## config.mk

```make
export PLATFORM = sky130hd
export DESIGN_NAME = tkct_ctrl
export DESIGN_NICKNAME = d
export VERILOG_FILES = /design/src/hw/rtl/tkct_pkg.sv /design/src/hw/rtl/tkct_ctrl.sv
export SDC_FILE = /design/constraint.sdc
export NUM_CORES = 1
export LEC_CHECK = 0
export BUFFER_PORTS_ARGS = -buffer_cell sky130_fd_sc_hd__buf_4
export CAP_MARGIN = 40
export CORE_AREA = 2 2 39 41
export CTS_CLUSTER_DIAMETER = 100
export DETAILED_ROUTE_END_ITERATION = 8
export DIE_AREA = 0 0 41 43
export PLACE_DENSITY = 0.67
export SETUP_SLACK_MARGIN = 0.5
export SYNTH_ARGS = -nofsm -noshare
export SYNTH_HDL_FRONTEND = slang
export SYNTH_SLANG_ARGS = --single-unit
```

## constraint.sdc

```tcl
create_clock -name clock -period 2.3 [get_ports clock]
set_input_delay 0.23 -clock clock [delete_from_list [all_inputs] [get_ports clock]]
set_output_delay 0.23 -clock clock [all_outputs]
set_load 0.005 [all_outputs]
```

## src/hw/rtl/tkct_pkg.sv

```systemverilog
// shared types and constants for the ttl keyed cache table
// record layout, opcodes, controller states and command/status bundles
// no dependencies
package tkct_pkg;

   localparam logic       OP_PUT         = 1'b0;
   localparam logic       OP_GET         = 1'b1;
   localparam logic       STS_OK         = 1'b0;
   localparam logic       STS_MISS       = 1'b1;
   localparam logic [30:0] TTL_DEFAULT_MS = 31'd300000;

   typedef struct packed {
      logic [63:0] key;
      logic [63:0] value;
      logic [63:0] stamp;
   } record_type;

   typedef enum logic [3:0] {
      ST_IDLE,
      ST_FIND,
      ST_EVICT_INIT,
      ST_OLDEST,
      ST_MOVE_RD,
      ST_MOVE_WR,
      ST_APPEND,
      ST_UPDATE,
      ST_RESPOND
   } state_type;

   typedef struct packed {
      logic capture;
      logic scan_start;
      logic scan_step;
      logic find_en;
      logic oldest_en;
      logic move_read;
      logic move_write;
      logic append;
      logic update;
      logic rsp_load;
   } cmd_type;

   typedef struct packed {
      logic is_get;
      logic scan_done;
      logic key_match;
      logic table_full;
   } sts_type;

endpackage

```

## src/hw/rtl/tkct_ctrl.sv

```systemverilog
// controller state machine for the ttl keyed cache table
// sequences key search, eviction, table writes and the result transaction
// depends on tkct_pkg
module tkct_ctrl
   import tkct_pkg::*;
(
   input  logic    clock,
   input  logic    reset,
   input  logic    req_valid,
   output logic    req_ready,
   output logic    rsp_valid,
   input  logic    rsp_ready,
   input  sts_type sts,
   output cmd_type cmd
);

   state_type state_ff, state_in;
   logic      rsp_valid_ff, rsp_valid_in;
   logic      accept;
   logic      rsp_free;

   assign req_ready = (state_ff == ST_IDLE);
   assign accept    = req_valid && req_ready;
   assign rsp_free  = !rsp_valid_ff || rsp_ready;
   assign rsp_valid = rsp_valid_ff;

   always_comb begin
      state_in = state_ff;
      case (state_ff)
         ST_IDLE: begin
            if (accept) state_in = ST_FIND;
         end
         ST_FIND: begin
            if (sts.key_match) begin
               state_in = sts.is_get ? ST_RESPOND : ST_UPDATE;
            end else if (sts.scan_done) begin
               if (sts.is_get)          state_in = ST_RESPOND;
               else if (sts.table_full) state_in = ST_EVICT_INIT;
               else                     state_in = ST_APPEND;
            end
         end
         ST_EVICT_INIT: state_in = ST_OLDEST;
         ST_OLDEST: begin
            if (sts.scan_done) state_in = ST_MOVE_RD;
         end
         ST_MOVE_RD:  state_in = ST_MOVE_WR;
         ST_MOVE_WR:  state_in = ST_APPEND;
         ST_APPEND:   state_in = ST_RESPOND;
         ST_UPDATE:   state_in = ST_RESPOND;
         ST_RESPOND: begin
            if (rsp_free) state_in = ST_IDLE;
         end
         default: state_in = ST_IDLE;
      endcase
   end

   always_comb begin
      cmd = '0;
      case (state_ff)
         ST_IDLE: begin
            cmd.capture    = accept;
            cmd.scan_start = accept;
         end
         ST_FIND: begin
            cmd.scan_step = 1'b1;
            cmd.find_en   = 1'b1;
         end
         ST_EVICT_INIT: cmd.scan_start = 1'b1;
         ST_OLDEST: begin
            cmd.scan_step = 1'b1;
            cmd.oldest_en = 1'b1;
         end
         ST_MOVE_RD:  cmd.move_read  = 1'b1;
         ST_MOVE_WR:  cmd.move_write = 1'b1;
         ST_APPEND:   cmd.append     = 1'b1;
         ST_UPDATE:   cmd.update     = 1'b1;
         ST_RESPOND:  cmd.rsp_load   = rsp_free;
         default:     cmd = '0;
      endcase
   end

   always_comb begin
      rsp_valid_in = rsp_valid_ff;
      if (cmd.rsp_load)    rsp_valid_in = 1'b1;
      else if (rsp_ready)  rsp_valid_in = 1'b0;
   end

   always_ff @(posedge clock) begin
      if (reset) begin
         state_ff     <= ST_IDLE;
         rsp_valid_ff <= 1'b0;
      end else begin
         state_ff     <= state_in;
         rsp_valid_ff <= rsp_valid_in;
      end
   end

endmodule

```

-- Yosys cells after proc, flatten, opt, wreduce, memory -nomap -nowiden
Index checks and enable logic that the tools add are counted.
- input port bits: 8
- logic and storage cells: 43
- latch bits: 0
- bits in registers: 5
- memory bits (writable): 0
- bits in read-only memories: 0
- output and inout bits: 12
- memories kept: 0
- shift operators: 0
- div/mod/pow operators: 0
- add/sub/neg operators: 0
- reductions and logical operators: 8
- multipliers: 0
- mux-type cells: 21
- bitwise operators: 0
- equal/unequal tests: 12
- $lt $le $gt $ge: 0
- operator list (operator ; count):
    one-hot mux 4 bit (8 select lines) ; 1
    two-way mux 4 bit ; 7
    equality test 4 x 3 -> 1 bit (second input constant) ; 4
    two-way mux 1 bit ; 11
    equality test 4 x 2 -> 1 bit (second input constant) ; 2
    equality test 4 x 1 -> 1 bit (second input constant) ; 1
    equality test 4 bit (second input constant) ; 1
    logical NOT 4 bit ; 1
    != test 2 bit (second input constant) ; 2
    AND reduction 4 bit ; 1
    OR reduction 2 bit ; 2
    two-way mux 3 bit ; 1
    != test 3 bit (second input constant) ; 1
    != test 2 x 1 -> 1 bit (second input constant) ; 1
    one-hot mux 1 bit (2 select lines) ; 1
    nonzero test 2 bit ; 1
    logical AND 1 bit ; 1
    logical NOT 1 bit ; 1
    logical OR 1 bit ; 1

-- Logic depth before layout (Yosys ltp)
- word-level depth: 5
- mapped depth: 5
- mapped depth without buffers: 4

-- Least setup slack after synthesis
No wires, ideal clock.
- kind: reg2out
- start point: register state_ff[1]
- end point: output port cmd[9] in the netlist's numbering
- data required time: 2.070 ns
- slack: 1.019 ns
- cell stages (with the launch flop): 4
- buffers on the path: 1
- arrival: 1.051 ns
- cell sequence: dfxtp_1 buf_2 nor4_1 and2_1
- RTL lines (element ; line ; source):
    start, declared ; tkct_ctrl.sv:17 ; state_type state_ff, state_in;
    start signal, assigned ; tkct_ctrl.sv:93 ; state_ff <= state_in;
    end, declared ; tkct_ctrl.sv:14 ; output cmd_type cmd

==> impl_metrics.tcl <==
set metrics [dict create \
    powerDensity_nw_per_um2 577 \
    fin_crit_sh 0.706 \
    drc 0 \
    setup_viol 0 \
    internal_power_uw 217 \
    post_cts_buffers 0 \
    finalHoldViolCount 0 \
    clock_latency_ps 240 \
    p_seq_frac 0.357 \
    synth_cells 55 \
    hpwlAfterDp_um 709 \
    first_iter_violations 16 \
    status "finished, final reports clean" \
    synth_enable_flop_cells 0 \
    slowest_delay_ps 610 \
    dieHeight_um 43 \
    start_kind "register" \
    max_freq_mhz 616 \
    grt_start_max_net_pins 16 \
    slew_violations 0 \
    maxCapViolations 0 \
    fin_crit_ps 1620 \
    gr-usage-all-layers 0.126 \
    port_buffers 19 \
    num_vias 438 \
    vdd_ir_drop_max_mv 0.330 \
    slowest_stage "dfxtp_1" \
    clockPowerShare 0.316 \
    cp.arrival_ps 1390 \
    initial_core_util 0.291 \
    rows 14 \
    r2r_start "state_ff[1]" \
    swShare 0.315 \
    numCtsBuffers 3 \
    area_growth_pct 36.3 \
    gp_congestion 0.829 \
    design.core.area_um2 1380 \
    yosysWarnings 0 \
    path_clk_slew_ps 40 \
    worst_pin_slew_ps 479 \
    tritoncts "built" \
    p_leak_nw 0.241 \
    globalRouteOverflowTotal 0 \
    nets 82 \
    diodes 0 \
    hp-class "input pin to register" \
    routed_via_density 4.92 \
    rr_worst_depth 4 \
    cts_hold_buf 0 \
    comb_power_share 0.327 \
    ys_seq_area_frac 0.248 \
    synth_nets 63 \
    ys_seq_elements 5 \
    antenna_found_initial 0 \
    final_core_util 0.397 \
    die_area_um2 1760 \
    grt_pass1_vias 354 \
    reg2reg_slack_ps 850 \
    synthFlopType "dfxtp_1" \
    yosysUniqueCellTypes 25 \
    wl_um 931 \
    critPathMaxFanout 15 \
    cts.sinks 5 \
    layout_commonest_cell "buf_4" \
    clk_path_buf_depth 2 \
    ios 20 \
    grt_pass1_wl_um 1500 \
    crit_type "register to primary output" \
    crit_required_ps 2070 \
    syn-cell-area_um2 403 \
    n_fill_cell 153 \
    h-tree-depth 1 \
    rsz0062_at_grt "no" \
    hold_depth 2 \
    cts_resized 0 \
    p_sw_uw 99.8 \
    wl_per_cell_um 10.5 \
    most-common-layout-cells "19 x buf_4, 6 x nand2b_1, 6 x nor2_1" \
    crit_chain "nor2_1, nor3_1, buf_4" \
    fin_skew_ps 0.619 \
    worstSetupEndpointType "primary output" \
    syn_avg_cell_area_um2 7.33 \
    drive_above_1_share 0.342 \
    antenna_left 0 \
    hold_path_end "state_ff[0]" \
    die_x_um 41 \
    slew-limit-headroom 0.680 \
    cts_root_buf "clkbuf_4" \
    hold_start "reset" \
    async_flop_share 0 \
    fin_tns_setup_ps 0 \
    drtPass1Iterations 4 \
    r2r-end "state_ff[2]" \
    whs_ps 203 \
]
[critical path: cells and delay by family (launching register included)]
| family | cells | cell delay [ps] |
|---|---|---|
| DFF | 1 | 610 |
| and+or+nand+nor | 2 | 390 |
| buffers and inverters | 1 | 150 |
[how the worst max path moves through the flow]
stage | start | end | slack [ps]
after global placement | state_ff[1] | state_ff[2] | 930
final | state_ff[1] | cmd[8] | 680
after detailed placement | state_ff[1] | state_ff[2] | 870
after floorplan | state_ff[1] | cmd[9] | 1020
after CTS | state_ff[1] | cmd[8] | 690
after global routing | state_ff[1] | cmd[8] | 550
[synth_stat cells, drive strengths merged, types with 2 or more instances]
cell    n  area [um2]
a21oi   6        33.8
buf     5        42.5
dfxtp   5         100
nand2   5        18.8
nand2b  6        37.5
nor2    6        22.5
nor3    6        35.0
nor3b   2        15.0
o21ai   2        10.0
o31ai   2        15.0
[through the flow]
stage | setup WS (ps) | area [um2] | std cells | total power [mW]
after detailed placement | 869 | 523 | 85 | 0.218
after global placement | 928 | 523 | 85 | 0.217
after CTS | 689 | 549 | 89 | 0.320
after floorplan | 1020 | 403 | 55 | 0.177
final | 677 | 549 | 89 | 0.317
after global routing | 553 | 549 | 89 | 0.338
[layer usage]
metal	track usage	routed length [um]	vias to the layer above
met5	0	0	-
met4	0.0600	0	0
met3	0.0471	46	0
met2	0.156	476	14
met1	0.183	408	194
li1	-	-	230
[sequential cells by signal (all words and copies together) (netlist names)]
register,flops
rsp_valid,1
state_ff,4
[area by class of cell]
cell class                      instances  area [um2]  share of cell area
Clock buffer                            4        26.3              0.0478
Inverter                                1        3.75             0.00683
Multi-Input combinational cell         44         256               0.467
Sequential cell                         5         100               0.182
Tap cell                               16        20.0              0.0364
Timing Repair Buffer                   19         143               0.260
[logic make-up after synthesis]
kind of cell    Yosys count  synth area share
compound gates           13             0.220
buf+inv                   6             0.115
flops                     5             0.248
simple gates             31             0.416
[power by group through the flow]
| stage | Clock (mW) | Sequential (mW) | Combinational (mW) |
|---|---|---|---|
| 3_5_place_dp | 0 | 0.114 | 0.103 |
| 6_report | 0.100 | 0.113 | 0.104 |
| 3_3_place_gp | 0 | 0.114 | 0.103 |
| 4_1_cts | 0.104 | 0.113 | 0.104 |
| 5_1_grt | 0.108 | 0.116 | 0.114 |
| 2_1_floorplan | 0 | 0.0991 | 0.0776 |
Note: power is estimated with default switching activity, not from simulation.
